--- src/rtl/pid_pkg.sv ---
package pid_pkg;

    // fixed field widths
    localparam int Q_W    = 32;   // Q16.16 values and gains
    localparam int ERR_W  = 33;   // error, Q17.16
    localparam int DIFF_W = 34;   // error difference
    localparam int IVL_W  = 20;   // sample interval, Q4.16
    localparam int ACC_W  = 48;   // integral and product terms
    localparam int LIM_W  = 31;   // integral clamp
    localparam int NUM_W  = 50;   // divider numerator magnitude
    localparam int SUM_W  = 50;   // three-term sum
    localparam int FRAC_W = 16;   // fraction bits

    // configuration register indexes
    localparam logic [2:0] REG_GAIN_PROP  = 3'd0;
    localparam logic [2:0] REG_GAIN_INTEG = 3'd1;
    localparam logic [2:0] REG_GAIN_DERIV = 3'd2;
    localparam logic [2:0] REG_OUT_MIN    = 3'd3;
    localparam logic [2:0] REG_OUT_MAX    = 3'd4;
    localparam logic [2:0] REG_INTEG_LIM  = 3'd5;

    // request kinds on tuser
    localparam logic FUNC_COMPUTE = 1'b0;
    localparam logic FUNC_RESET   = 1'b1;

endpackage

--- src/rtl/pid_mul.sv ---
// bit-serial signed multiplier, result floor(a*b / 2^16) saturated to 48 bits
module pid_mul (
    input  logic                                clk,
    input  logic                                rst_n,
    input  logic                                start,
    input  logic signed [pid_pkg::Q_W-1:0]      a,
    input  logic signed [pid_pkg::ACC_W-1:0]    b,
    output logic                                done,
    output logic signed [pid_pkg::ACC_W-1:0]    res
);

    localparam int B_W    = pid_pkg::ACC_W;
    localparam int H_W    = pid_pkg::Q_W + 2;
    localparam int F_W    = H_W + B_W;
    localparam int S_W    = F_W - pid_pkg::FRAC_W;
    localparam logic [5:0] LAST = 6'(B_W - 1);

    logic signed [pid_pkg::Q_W-1:0] a_reg;
    logic signed [H_W-1:0]          hi_reg;
    logic [B_W-1:0]                 x_reg;
    logic [5:0]                     cnt_reg;
    logic                           run_reg;
    logic                           done_reg;

    logic signed [H_W-1:0] ga;
    logic signed [H_W-1:0] addend;
    logic signed [H_W-1:0] sum;
    logic [F_W-1:0]        full;
    logic [S_W-1:0]        q;

    // one multiplier bit per cycle, top bit weighs negative
    always_comb
    begin
        ga = {{2{a_reg[pid_pkg::Q_W-1]}}, a_reg};
        if (x_reg[0])
            addend = (cnt_reg == LAST) ? -ga : ga;
        else
            addend = '0;
        sum = hi_reg + addend;
    end

    always_ff @(posedge clk or negedge rst_n)
    begin
        if (!rst_n)
        begin
            run_reg  <= 1'b0;
            done_reg <= 1'b0;
            cnt_reg  <= '0;
        end
        else
        begin
            done_reg <= 1'b0;
            if (start)
            begin
                run_reg <= 1'b1;
                cnt_reg <= '0;
            end
            else if (run_reg)
            begin
                cnt_reg <= cnt_reg + 6'd1;
                if (cnt_reg == LAST)
                begin
                    run_reg  <= 1'b0;
                    done_reg <= 1'b1;
                end
            end
        end
    end

    always_ff @(posedge clk)
    begin
        if (start)
        begin
            a_reg  <= a;
            x_reg  <= b;
            hi_reg <= '0;
        end
        else if (run_reg)
        begin
            hi_reg <= sum >>> 1;
            x_reg  <= {sum[0], x_reg[B_W-1:1]};
        end
    end

    // drop fraction and saturate
    always_comb
    begin
        full = {hi_reg, x_reg};
        q    = full[F_W-1:pid_pkg::FRAC_W];
        if (q[S_W-1:B_W-1] == '0 || q[S_W-1:B_W-1] == '1)
            res = q[B_W-1:0];
        else if (q[S_W-1])
            res = {1'b1, {(B_W-1){1'b0}}};
        else
            res = {1'b0, {(B_W-1){1'b1}}};
    end

    assign done = done_reg;

endmodule

--- src/rtl/pid_div.sv ---
// restoring unsigned divider, one quotient bit per cycle
module pid_div (
    input  logic                       clk,
    input  logic                       rst_n,
    input  logic                       start,
    input  logic [pid_pkg::NUM_W-1:0]  num,
    input  logic [pid_pkg::IVL_W-1:0]  den,
    output logic                       done,
    output logic [pid_pkg::NUM_W-1:0]  quo
);

    localparam int N_W = pid_pkg::NUM_W;
    localparam int D_W = pid_pkg::IVL_W;
    localparam logic [5:0] LAST = 6'(N_W - 1);

    logic [N_W-1:0] q_reg;
    logic [D_W:0]   rem_reg;
    logic [D_W-1:0] den_reg;
    logic [5:0]     cnt_reg;
    logic           run_reg;
    logic           done_reg;

    logic [D_W:0] trial;
    logic         ge;

    always_comb
    begin
        trial = {rem_reg[D_W-1:0], q_reg[N_W-1]};
        ge    = trial >= {1'b0, den_reg};
    end

    always_ff @(posedge clk or negedge rst_n)
    begin
        if (!rst_n)
        begin
            run_reg  <= 1'b0;
            done_reg <= 1'b0;
            cnt_reg  <= '0;
        end
        else
        begin
            done_reg <= 1'b0;
            if (start)
            begin
                run_reg <= 1'b1;
                cnt_reg <= '0;
            end
            else if (run_reg)
            begin
                cnt_reg <= cnt_reg + 6'd1;
                if (cnt_reg == LAST)
                begin
                    run_reg  <= 1'b0;
                    done_reg <= 1'b1;
                end
            end
        end
    end

    always_ff @(posedge clk)
    begin
        if (start)
        begin
            q_reg   <= num;
            rem_reg <= '0;
            den_reg <= den;
        end
        else if (run_reg)
        begin
            rem_reg <= ge ? (trial - {1'b0, den_reg}) : trial;
            q_reg   <= {q_reg[N_W-2:0], ge};
        end
    end

    assign done = done_reg;
    assign quo  = q_reg;

endmodule

--- src/rtl/pid_speed_controller.sv ---
// pid speed controller, Q16.16, conditional-integration anti-windup
// input channel s_*: one request per item; tuser selects compute or reset
// output channel m_*: one result per compute request, none per reset
// config: cfg_we/cfg_index/cfg_data write one register per clock; the user must
// write only while idle, since the block itself does not enforce it
// a compute request runs the 50-step serial divider (derivative), a 48-step
// pass of the one bit-serial multiplier for error*interval, a step to clamp the
// candidate, four more 48-step passes (kp*e, kd*d, ki*candidate, ki*old
// integral) and steps to sum, decide, clamp and load the output; the next
// request is accepted only once the previous result is in the output register
// a reset request is handled while idle; a zero-interval request yields a zero drive
// only one request is in flight; s_tready is high while the block idles
// the result sits in an output register; if the receiver stalls, the next
// request is accepted and worked on, and waits before delivery until the
// register is free
// reset clears integral, previous error and configuration to defaults
module pid_speed_controller (
    input  logic        clk,
    input  logic        rst_n,
    input  logic        s_tvalid,
    output logic        s_tready,
    input  logic [87:0] s_tdata,   // measured[31:0], setpoint[63:32], interval[83:64], zero pad
    input  logic        s_tuser,   // func
    output logic        m_tvalid,
    input  logic        m_tready,
    output logic [31:0] m_tdata,   // drive[31:0]
    output logic        m_tuser,   // at_limit
    input  logic        cfg_we,
    input  logic [2:0]  cfg_index,
    input  logic [31:0] cfg_data
);

    localparam int Q_W    = pid_pkg::Q_W;
    localparam int ERR_W  = pid_pkg::ERR_W;
    localparam int DIFF_W = pid_pkg::DIFF_W;
    localparam int IVL_W  = pid_pkg::IVL_W;
    localparam int ACC_W  = pid_pkg::ACC_W;
    localparam int LIM_W  = pid_pkg::LIM_W;
    localparam int NUM_W  = pid_pkg::NUM_W;
    localparam int SUM_W  = pid_pkg::SUM_W;

    typedef enum logic [11:0] {
        ST_IDLE  = 12'b000000000001,
        ST_DIV   = 12'b000000000010,
        ST_MEI   = 12'b000000000100,
        ST_CAND  = 12'b000000001000,
        ST_MP    = 12'b000000010000,
        ST_MD    = 12'b000000100000,
        ST_MIC   = 12'b000001000000,
        ST_MIO   = 12'b000010000000,
        ST_SUM   = 12'b000100000000,
        ST_DEC   = 12'b001000000000,
        ST_CLAMP = 12'b010000000000,
        ST_OUT   = 12'b100000000000
    } state_t;

    state_t state_reg;
    logic   go_reg;

    // configuration
    logic signed [Q_W-1:0] kp_reg, ki_reg, kd_reg, min_reg, max_reg;
    logic [LIM_W-1:0]      lim_reg;

    // controller state
    logic signed [ACC_W-1:0] integ_reg;
    logic signed [ERR_W-1:0] last_err_reg;

    // working values
    logic signed [ERR_W-1:0]  e_reg;
    logic signed [DIFF_W-1:0] diff_reg;
    logic [IVL_W-1:0]         ivl_reg;
    logic signed [Q_W-1:0]    d_reg;
    logic signed [ACC_W-1:0]  ei_reg, cand_reg, tp_reg, td_reg, tic_reg, tio_reg;
    logic signed [SUM_W-1:0]  sum_reg, y_reg;
    logic signed [Q_W-1:0]    drive_reg;
    logic                     alim_reg;

    // output register
    logic        m_valid_reg;
    logic [31:0] m_data_reg;
    logic        m_user_reg;

    // request fields
    logic signed [Q_W-1:0]    in_meas, in_set;
    logic [IVL_W-1:0]         in_ivl;
    logic signed [ERR_W-1:0]  in_e;
    logic                     accept;

    // arithmetic units
    logic                    mul_start, mul_done;
    logic signed [Q_W-1:0]   mul_a;
    logic signed [ACC_W-1:0] mul_b, mul_res;
    logic                    div_start, div_done;
    logic [NUM_W-1:0]        div_num, div_quo;

    // combinational results
    logic [DIFF_W-1:0]       diff_mag;
    logic signed [Q_W-1:0]   d_sat;
    logic signed [ACC_W:0]   cand_sum;
    logic signed [ACC_W-1:0] cand_s, cand_c, lim_s;
    logic signed [SUM_W-1:0] trial, hi_w, lo_w;
    logic                    keep;
    logic signed [SUM_W-1:0] y1;
    logic                    c1;
    logic                    out_free;

    assign in_meas  = s_tdata[31:0];
    assign in_set   = s_tdata[63:32];
    assign in_ivl   = s_tdata[83:64];
    assign in_e     = ERR_W'(in_set) - ERR_W'(in_meas);
    assign s_tready = (state_reg == ST_IDLE);
    assign accept   = s_tvalid && s_tready;
    assign out_free = !m_valid_reg || m_tready;

    // unit operands by state
    always_comb
    begin
        mul_a = kp_reg;
        mul_b = ACC_W'(e_reg);
        unique case (state_reg)
            ST_MEI:
            begin
                mul_a = Q_W'({1'b0, ivl_reg});
                mul_b = ACC_W'(e_reg);
            end
            ST_MD:
            begin
                mul_a = kd_reg;
                mul_b = ACC_W'(d_reg);
            end
            ST_MIC:
            begin
                mul_a = ki_reg;
                mul_b = cand_reg;
            end
            ST_MIO:
            begin
                mul_a = ki_reg;
                mul_b = integ_reg;
            end
            default:
            begin
                mul_a = kp_reg;
                mul_b = ACC_W'(e_reg);
            end
        endcase
        mul_start = go_reg && (state_reg != ST_DIV);
        div_start = go_reg && (state_reg == ST_DIV);
        diff_mag  = diff_reg[DIFF_W-1] ? DIFF_W'(-diff_reg) : DIFF_W'(diff_reg);
        div_num   = {diff_mag, {pid_pkg::FRAC_W{1'b0}}};
    end

    pid_mul u_mul (
        .clk   (clk),
        .rst_n (rst_n),
        .start (mul_start),
        .a     (mul_a),
        .b     (mul_b),
        .done  (mul_done),
        .res   (mul_res)
    );

    pid_div u_div (
        .clk   (clk),
        .rst_n (rst_n),
        .start (div_start),
        .num   (div_num),
        .den   (ivl_reg),
        .done  (div_done),
        .quo   (div_quo)
    );

    // derivative sign and saturation to 32 bits
    always_comb
    begin
        if (!diff_reg[DIFF_W-1])
            d_sat = (div_quo > NUM_W'(32'h7FFF_FFFF)) ? 32'sh7FFF_FFFF
                                                     : Q_W'(div_quo);
        else
            d_sat = (div_quo > NUM_W'(33'h0_8000_0000)) ? 32'sh8000_0000
                                                       : Q_W'(-div_quo);
    end

    // candidate integral, saturated then clamped
    always_comb
    begin
        cand_sum = (ACC_W+1)'(integ_reg) + (ACC_W+1)'(ei_reg);
        if (cand_sum[ACC_W] != cand_sum[ACC_W-1])
            cand_s = cand_sum[ACC_W] ? {1'b1, {(ACC_W-1){1'b0}}}
                                     : {1'b0, {(ACC_W-1){1'b1}}};
        else
            cand_s = cand_sum[ACC_W-1:0];
        lim_s  = ACC_W'({1'b0, lim_reg});
        cand_c = cand_s;
        if (lim_reg != '0)
        begin
            if (cand_s > lim_s)
                cand_c = lim_s;
            if (cand_s < -lim_s)
                cand_c = -lim_s;
        end
    end

    // anti-windup decision and upper output clamp
    always_comb
    begin
        hi_w  = SUM_W'(max_reg);
        lo_w  = SUM_W'(min_reg);
        trial = sum_reg + SUM_W'(tic_reg);
        keep  = !((trial >= hi_w && e_reg > 0) || (trial <= lo_w && e_reg < 0));
        c1    = y_reg > hi_w;
        y1    = c1 ? hi_w : y_reg;
    end

    // configuration writes
    always_ff @(posedge clk or negedge rst_n)
    begin
        if (!rst_n)
        begin
            kp_reg  <= '0;
            ki_reg  <= '0;
            kd_reg  <= '0;
            min_reg <= 32'sh8000_0000;
            max_reg <= 32'sh7FFF_FFFF;
            lim_reg <= '0;
        end
        else if (cfg_we)
        begin
            case (cfg_index)
                pid_pkg::REG_GAIN_PROP:  kp_reg  <= cfg_data;
                pid_pkg::REG_GAIN_INTEG: ki_reg  <= cfg_data;
                pid_pkg::REG_GAIN_DERIV: kd_reg  <= cfg_data;
                pid_pkg::REG_OUT_MIN:    min_reg <= cfg_data;
                pid_pkg::REG_OUT_MAX:    max_reg <= cfg_data;
                pid_pkg::REG_INTEG_LIM:  lim_reg <= cfg_data[LIM_W-1:0];
                default: ;
            endcase
        end
    end

    // sequencer and controller state
    always_ff @(posedge clk or negedge rst_n)
    begin
        if (!rst_n)
        begin
            state_reg    <= ST_IDLE;
            go_reg       <= 1'b0;
            integ_reg    <= '0;
            last_err_reg <= '0;
            m_valid_reg  <= 1'b0;
        end
        else
        begin
            go_reg <= 1'b0;
            if (m_valid_reg && m_tready && state_reg != ST_OUT)
                m_valid_reg <= 1'b0;
            unique case (state_reg)
                ST_IDLE:
                begin
                    if (accept)
                    begin
                        if (s_tuser == pid_pkg::FUNC_RESET)
                        begin
                            integ_reg    <= '0;
                            last_err_reg <= '0;
                        end
                        else if (in_ivl == '0)
                            state_reg <= ST_OUT;
                        else
                        begin
                            state_reg <= ST_DIV;
                            go_reg    <= 1'b1;
                        end
                    end
                end
                ST_DIV:
                    if (div_done)
                    begin
                        state_reg <= ST_MEI;
                        go_reg    <= 1'b1;
                    end
                ST_MEI:
                    if (mul_done)
                        state_reg <= ST_CAND;
                ST_CAND:
                begin
                    state_reg <= ST_MP;
                    go_reg    <= 1'b1;
                end
                ST_MP:
                    if (mul_done)
                    begin
                        state_reg <= ST_MD;
                        go_reg    <= 1'b1;
                    end
                ST_MD:
                    if (mul_done)
                    begin
                        state_reg <= ST_MIC;
                        go_reg    <= 1'b1;
                    end
                ST_MIC:
                    if (mul_done)
                    begin
                        state_reg <= ST_MIO;
                        go_reg    <= 1'b1;
                    end
                ST_MIO:
                    if (mul_done)
                        state_reg <= ST_SUM;
                ST_SUM:
                    state_reg <= ST_DEC;
                ST_DEC:
                begin
                    if (keep)
                        integ_reg <= cand_reg;
                    last_err_reg <= e_reg;
                    state_reg    <= ST_CLAMP;
                end
                ST_CLAMP:
                    state_reg <= ST_OUT;
                ST_OUT:
                    if (out_free)
                    begin
                        m_valid_reg <= 1'b1;
                        state_reg   <= ST_IDLE;
                    end
                default:
                    state_reg <= ST_IDLE;
            endcase
        end
    end

    // datapath registers
    always_ff @(posedge clk)
    begin
        if (accept)
        begin
            e_reg     <= in_e;
            diff_reg  <= DIFF_W'(in_e) - DIFF_W'(last_err_reg);
            ivl_reg   <= in_ivl;
            drive_reg <= '0;
            alim_reg  <= 1'b0;
        end
        if (state_reg == ST_DIV && div_done)
            d_reg <= d_sat;
        if (mul_done)
        begin
            if (state_reg == ST_MEI)
                ei_reg <= mul_res;
            if (state_reg == ST_MP)
                tp_reg <= mul_res;
            if (state_reg == ST_MD)
                td_reg <= mul_res;
            if (state_reg == ST_MIC)
                tic_reg <= mul_res;
            if (state_reg == ST_MIO)
                tio_reg <= mul_res;
        end
        if (state_reg == ST_CAND)
            cand_reg <= cand_c;
        if (state_reg == ST_SUM)
            sum_reg <= SUM_W'(tp_reg) + SUM_W'(td_reg);
        if (state_reg == ST_DEC)
            y_reg <= sum_reg + SUM_W'(keep ? tic_reg : tio_reg);
        if (state_reg == ST_CLAMP)
        begin
            if (y1 < lo_w)
            begin
                drive_reg <= min_reg;
                alim_reg  <= 1'b1;
            end
            else
            begin
                drive_reg <= Q_W'(y1);
                alim_reg  <= c1;
            end
        end
        if (state_reg == ST_OUT && out_free)
        begin
            m_data_reg <= drive_reg;
            m_user_reg <= alim_reg;
        end
    end

    assign m_tvalid = m_valid_reg;
    assign m_tdata  = m_data_reg;
    assign m_tuser  = m_user_reg;

    // multiplier finishes only in a multiply step
    a_mul_state: assert property (@(posedge clk) disable iff (!rst_n)
        mul_done |-> (state_reg == ST_MEI || state_reg == ST_MP || state_reg == ST_MD ||
                      state_reg == ST_MIC || state_reg == ST_MIO))
        else $error("multiplier done outside a multiply step");

    // divider finishes only in the divide step
    a_div_state: assert property (@(posedge clk) disable iff (!rst_n)
        div_done |-> state_reg == ST_DIV)
        else $error("divider done outside the divide step");

    // a reset request clears the integral and the previous error
    a_reset_clears: assert property (@(posedge clk) disable iff (!rst_n)
        (accept && s_tuser == pid_pkg::FUNC_RESET) |=> (integ_reg == '0 && last_err_reg == '0))
        else $error("reset request did not clear state");

    // a result is never overwritten while pending
    a_no_overrun: assert property (@(posedge clk) disable iff (!rst_n)
        (m_valid_reg && !m_tready) |=> (m_valid_reg && $stable(m_data_reg)))
        else $error("pending result lost");

endmodule
--- config.mk ---
export PLATFORM = sky130hd
export DESIGN_NAME = pid_speed_controller
export DESIGN_NICKNAME = d
export VERILOG_FILES = /design/src/rtl/pid_pkg.sv /design/src/rtl/pid_mul.sv /design/src/rtl/pid_div.sv /design/src/rtl/pid_speed_controller.sv
export SDC_FILE = /design/constraint.sdc
export NUM_CORES = 2
export LEC_CHECK = 0
export BUFFER_PORTS_ARGS = -buffer_cell sky130_fd_sc_hd__buf_2
export CAP_MARGIN = 30
export CELL_PAD_IN_SITES_DETAIL_PLACEMENT = 1
export CELL_PAD_IN_SITES_GLOBAL_PLACEMENT = 2
export CORE_UTILIZATION = 47
export CTS_BUF_LIST = sky130_fd_sc_hd__clkbuf_2 sky130_fd_sc_hd__clkbuf_4 sky130_fd_sc_hd__clkbuf_8
export CTS_CLUSTER_SIZE = 12
export DETAILED_ROUTE_END_ITERATION = 12
export GPL_ROUTABILITY_DRIVEN = 0
export PLACE_DENSITY_LB_ADDON = 0.1
export SLEW_MARGIN = 20
export SYNTH_ARGS = -nofsm -noshare
export SYNTH_HDL_FRONTEND = slang
export SYNTH_SLANG_ARGS = --single-unit
export TNS_END_PERCENT = 100
--- constraint.sdc ---
create_clock -name clk -period 26.7 [get_ports clk]
set_input_delay 5.34 -clock clk [delete_from_list [all_inputs] [get_ports clk]]
set_output_delay 5.34 -clock clk [all_outputs]
set_load 0.01 [all_outputs]
* Yosys cells after proc, flatten, opt, wreduce, memory -nomap -nowiden
Cells that the tools add are included.
Operators by class: reductions and logical operators 37, equal/unequal tests 34, order comparisons 11, add/sub/neg operators 14, mux-type cells 71
Operators by type and width (count):
- two-way mux 48 bit | 12
- two-way mux 50 bit | 4
- two-way mux 32 bit | 6
- one-hot mux 12 bit (12 select lines) | 1
- one-hot mux 48 bit (3 select lines) | 1
- two-way mux 12 bit | 10
- two-way mux 34 bit | 3
- adder 48 x 48 -> 49 bit | 2
- one-hot mux 32 bit (3 select lines) | 1
- one-hot mux 48 bit (2 select lines) | 1
- two-way mux 33 bit | 2
- one-hot mux 33 bit (2 select lines) | 1
- adder 50 x 48 -> 50 bit | 1
- adder 50 bit | 1
- greater-or-equal comparator 50 x 32 -> 1 bit | 1
- greater-than comparator 50 x 31 -> 1 bit, second input constant | 1
- greater-than comparator 50 x 32 -> 1 bit | 1
- greater-than comparator 50 x 32 -> 1 bit, second input constant | 1
- <= comparator 50 x 32 -> 1 bit | 1
- less-than comparator 50 x 32 -> 1 bit | 1
- greater-than comparator 48 x 32 -> 1 bit | 1
- less-than comparator 48 bit | 1
- negation 31 -> 48 bit | 1
- adder 33 x 34 -> 34 bit | 1
- 50 further kinds | 111
Storage, ports and cells: word-level logic and storage cells 207, output and inout port bits 35, register bits after elaboration 1078, input port bits 129

* Logic depth before layout (Yosys ltp)
depth in word-level cells 7, gate-level depth with buffers 42, mapped depth without buffers 40

* Hierarchy
A second synthesis with hierarchy kept.
Unflattened totals: cells, all modules 6277, area total of the unflattened synthesis 66736.5 um2
Modules (own cells, without submodules):
- pid_speed_controller | cells an instance 5147, seq. area each 24374.6 um2, instances 1, area each 54232.0 um2
- pid_mul | cells an instance 708, seq. area each 3263.1 um2, instances 1, area each 7410.9 um2
- pid_div | cells an instance 422, seq. area each 2702.6 um2, instances 1, area each 5093.6 um2

* Worst setup path before layout
No wires, ideal clock.
path kind in2reg, from input port s_tdata[32], to register diff_reg[32] (data pin), library setup time 0.258 ns, buffers on the path 0, setup slack 16.823 ns, data arrival time 9.619 ns, required time 26.442 ns, cell stages on the path 24, path through inv_1 ha_1 inv_1 fa_1 a21o_1 a21oi_1 o211ai_1 nor4b_1 o21ai_0 o21ai_0 o21ai_0 nor2b_1 xnor2_1 ha_1 nand3_1 nor3_1 a2111oi_0 o31ai_1 a21boi_0 o31ai_1 o41ai_1 o21ai_0 a21oi_1 xnor2_1
Between the ends: longest elaborated chain between the ends 2
RTL lines:
- start: declaration | line pid_speed_controller.sv:22 | input logic [87:0] s_tdata,
- subtractor 32 x 32 -> 33 bit | line pid_speed_controller.sv:110 | assign in_e = ERR_W'(in_set) - ERR_W'(in_meas);
- net in_e[18] | line pid_speed_controller.sv:86 | logic signed [ERR_W-1:0] in_e;
- subtractor 33 x 33 -> 34 bit | line pid_speed_controller.sv:340 | diff_reg <= DIFF_W'(in_e) - DIFF_W'(last_err_reg);
- end signal: assignment | line pid_speed_controller.sv:340
- end: declaration | line pid_speed_controller.sv:70 | logic signed [DIFF_W-1:0] diff_reg;
The timed path passes the listed nets, and every way through them passes these cells. A chain may end at the register's enable or synchronous reset.

* Worst setup path in the final report
from register sum_reg[1], to register y_reg[42] (data pin)
Between the ends: longest elaborated chain between the ends 6, elaborated cells between the ends (all ways) 8, classes of those cells 2 x add/sub; 2 x order compare; 1 x mux; 3 x reduce/logical
RTL lines:
- start: declaration | line pid_speed_controller.sv:74 | logic signed [SUM_W-1:0] sum_reg, y_reg;
- start signal: assignment | line pid_speed_controller.sv:363 | sum_reg <= SUM_W'(tp_reg) + SUM_W'(td_reg);
- adder 50 x 48 -> 50 bit | line pid_speed_controller.sv:209 | trial = sum_reg + SUM_W'(tic_reg);
- greater-or-equal comparator 50 x 32 -> 1 bit or <= comparator 50 x 32 -> 1 bit (tied branches) | line pid_speed_controller.sv:210 | keep = !((trial >= hi_w && e_reg > 0) || (trial <= lo_w && e_reg < 0));
- logical AND 1 bit | line pid_speed_controller.sv:210
- logical OR 1 bit | line pid_speed_controller.sv:210
- two-way mux 50 bit | line pid_speed_controller.sv:365 | y_reg <= sum_reg + SUM_W'(keep ? tic_reg : tio_reg);
- adder 50 bit (*) | line pid_speed_controller.sv:365
- end signal: assignment | line pid_speed_controller.sv:365
- end: declaration | line pid_speed_controller.sv:74
Mark *: on every way between the ends. The rest lies on a longest branch, timed or not.

==> impl_metrics.csv <==
group,metric,value,unit
worst_setup_path,crit_path_frequent_cell,"a21o_1",
logic_synthesis,ys_seq_area_share,45.3,%
route,postRouteAntennaNets,0,
clock_network,clockBufferDepth,3,
floorplan,num_io_pins,164,
worst_setup_path,startpoint_type,"flip-flop",
finish,layout_commonest_cell,"edfxtp_1",
sta,setup_tns,0,ns
worst_setup_path,crit_slowest_cell,"a221oi_1",
clock_network,clkSinkCount,1077,
hold_path,min_path_type,"reg -> reg",
sta,rsz0062_at_grt,"false",
place,dp_hpwl,162,mm
global_route,grt_pass1_wl,327,mm
sta,timing.hold.ws,0.419,ns
sta,hold_violations,0,
route,dr.first_iter.drc_count,3584,
floorplan,dieArea,143000,um^2
sta,max_freq,86.8,MHz
worst_setup_path,worst-path-buf-inv,2,
route,wl_met1,97.5,mm
finish,final_cell_mix,"edfxtp_1 (706), ha_1 (602), nor2_1 (449), a21oi_1 (442), o21ai_0 (396)",
finish,syn2layout_area_growth,11.0,%
route,avgViaCountPerCell,6.02,
worst_setup_path,crit_start,"sum_reg[1]",
floorplan,rows,137,
worst_setup_path,cp.arrival,12.29,ns
global_route,grt_use_total,29.9,%
clock_network,root_buffer,"clkbuf_8",
route,dr.pass1.iters,5,
global_route,antenna_found_initial,3,
power_and_ir_drop,p_leak,30.6,nW
clock_network,insertion_delay,0.96,ns
power_and_ir_drop,pwr_density_cell,80.7,nW/um^2
place,dp_slack,15.10,ns
logic_synthesis,syn-cell-area,66600,um^2
clock_network,htree_levels,4,
worst_setup_path,end_kind,"flip-flop",
sta,worst_clock_skew,0.0686,ns
route,wl_met2,96.8,mm
finish,final_util,52.8,%
route,finalWirelength,214,mm
route,highest_layer,"met4",
sta,maxSlewHeadroom,25.6,%
logic_synthesis,synth-main-ff-cell,"edfxtp_1",
logic_synthesis,synth_warnings,0,
logic_synthesis,synth_seq_cells,1077,
worst_setup_path,max_stage_delay,0.60,ns
logic_synthesis,synthCells,6407,
clock_network,ctsHoldBuffers,0,
sta,period_share,43.2,%
floorplan,die_width,378,um
clock_network,cts_buffers,187,
logic_synthesis,async_flop_share,28.0,%
route,num_vias,52200,
run,max_cap_violations,0,
clock_network,post-cts-setup-buffer-count,0,
logic_synthesis,synth.avg_cell_area,10.4,um^2
logic_synthesis,synth_edf_count,706,
floorplan,core-area,140000,um^2
route,drc,0,
sta,slew_violations,0,
worst_setup_path,worstPathMaxFanout,48,
outcome,status,"complete, no violations",
worst_setup_path,r2r_start,"sum_reg[1]",
floorplan,initial_utilization,47.5,%
power_and_ir_drop,ir_drop,0.0512,mV
finish,fin_nets,7353,
route,post_drt_wl_per_cell,24.7,um
logic_synthesis,ys_types,96,
sta,fin_ws,15.18,ns
global_route,grt_pass1_vias,53800,
logic_synthesis,synth_nets,7146,
floorplan,die-height,378,um
worst_setup_path,path_class,"reg -> reg",
clock_network,cts_resized,0,
global_route,grt_max_degree,135,
finish,drive_gt1_share,14.3,%
clock_network,cts_tree,"done",
sta,finalSetupViolCount,0,
route,wl_met3,11.9,mm
sta,worst_slew_pin_slew,1.11,ns
worst_setup_path,critical-path-top-delay-family,"compound AO/OA/AOI/OAI gates",
global_route,overflow,0,
place,numPortBuffers,159,
sta,period_minus_slack,11.52,ns
hold_path,hold_path.startpoint,"drive_reg[4]",
clock_network,path_clk_slew,0.06,ns
worst_setup_path,required,27.46,ns
-- worst paths after layout --
check                        endpoint  slack (ns)  cells past startpoint
setup / recovery            y_reg[42]       15.18                     41
hold / removal             m_tdata[4]        0.42                      0
setup reg to reg            y_reg[42]       15.18                     41
hold reg to reg            m_tdata[4]        0.42                      0
max in group asynchronous  lim_reg[1]       20.66                      3
min in group asynchronous  kd_reg[17]        4.36                      1
-- kinds of logic after synthesis --
logic type | after synthesis | share of synthesized area (%)
simple gates | 1662 | 12.2
buf+inv | 588 | 3.36
fa+ha+maj | 610 | 11.6
mux | 307 | 5.08
xor+xnor | 344 | 4.52
flops | 1077 | 45.3
compound gates | 1819 | 18.0
-- routing by layer --
layer / global-route usage [%] / vias up
li1: - / 24500
met1: 41.1 / 26100
met2: 47.4 / 1291
met3: 4.87 / 313
met4: 10.9 / 0
met5: 0 / -
-- report_power, final --
part / internal, W / switching [W]
Clock: 0.000901 / 0.000746
Sequential: 0.00216 / 0.000237
Combinational: 0.000752 / 0.00117
-- stage by stage --
step                total power, W  area [um^2]  std cells
finish                     0.00596        73900       8662
global route               0.00630        73900       8656
CTS                        0.00599        73800       8649
detailed placement         0.00432        69700       8295
global placement           0.00423        69700       8289
floorplan                  0.00366        66600       6407
-- synthesized netlist by cell type, types with 139 or more instances --
master / number / area share (%)
o21ai_0: 397 / 3.0
a21oi_1: 446 / 3.4
ha_1: 602 / 11
inv_1: 342 / 1.9
nor2_1: 457 / 2.6
a21o_1: 291 / 3.3
nor3_1: 160 / 1.2
nand2_1: 377 / 2.1
nand3_1: 139 / 1.0
dfrtp_1: 269 / 10
xnor2_1: 222 / 2.9
mux2_2: 245 / 4.1
edfxtp_1: 706 / 32
clkbuf_1: 215 / 1.2
-- layout make-up --
cell class                 instances  area [um^2]
fill                           15300        66100
multi-input combinational       4742        34300
sequential                      1077        30200
clock buffer                     256         3210
tap                             1876         2350
timing repair buffer             262         1680
inverter                         344         1290
clock inverter                    98          872
antenna                            7         17.5
Note: power is estimated with default switching activity, not from simulation.
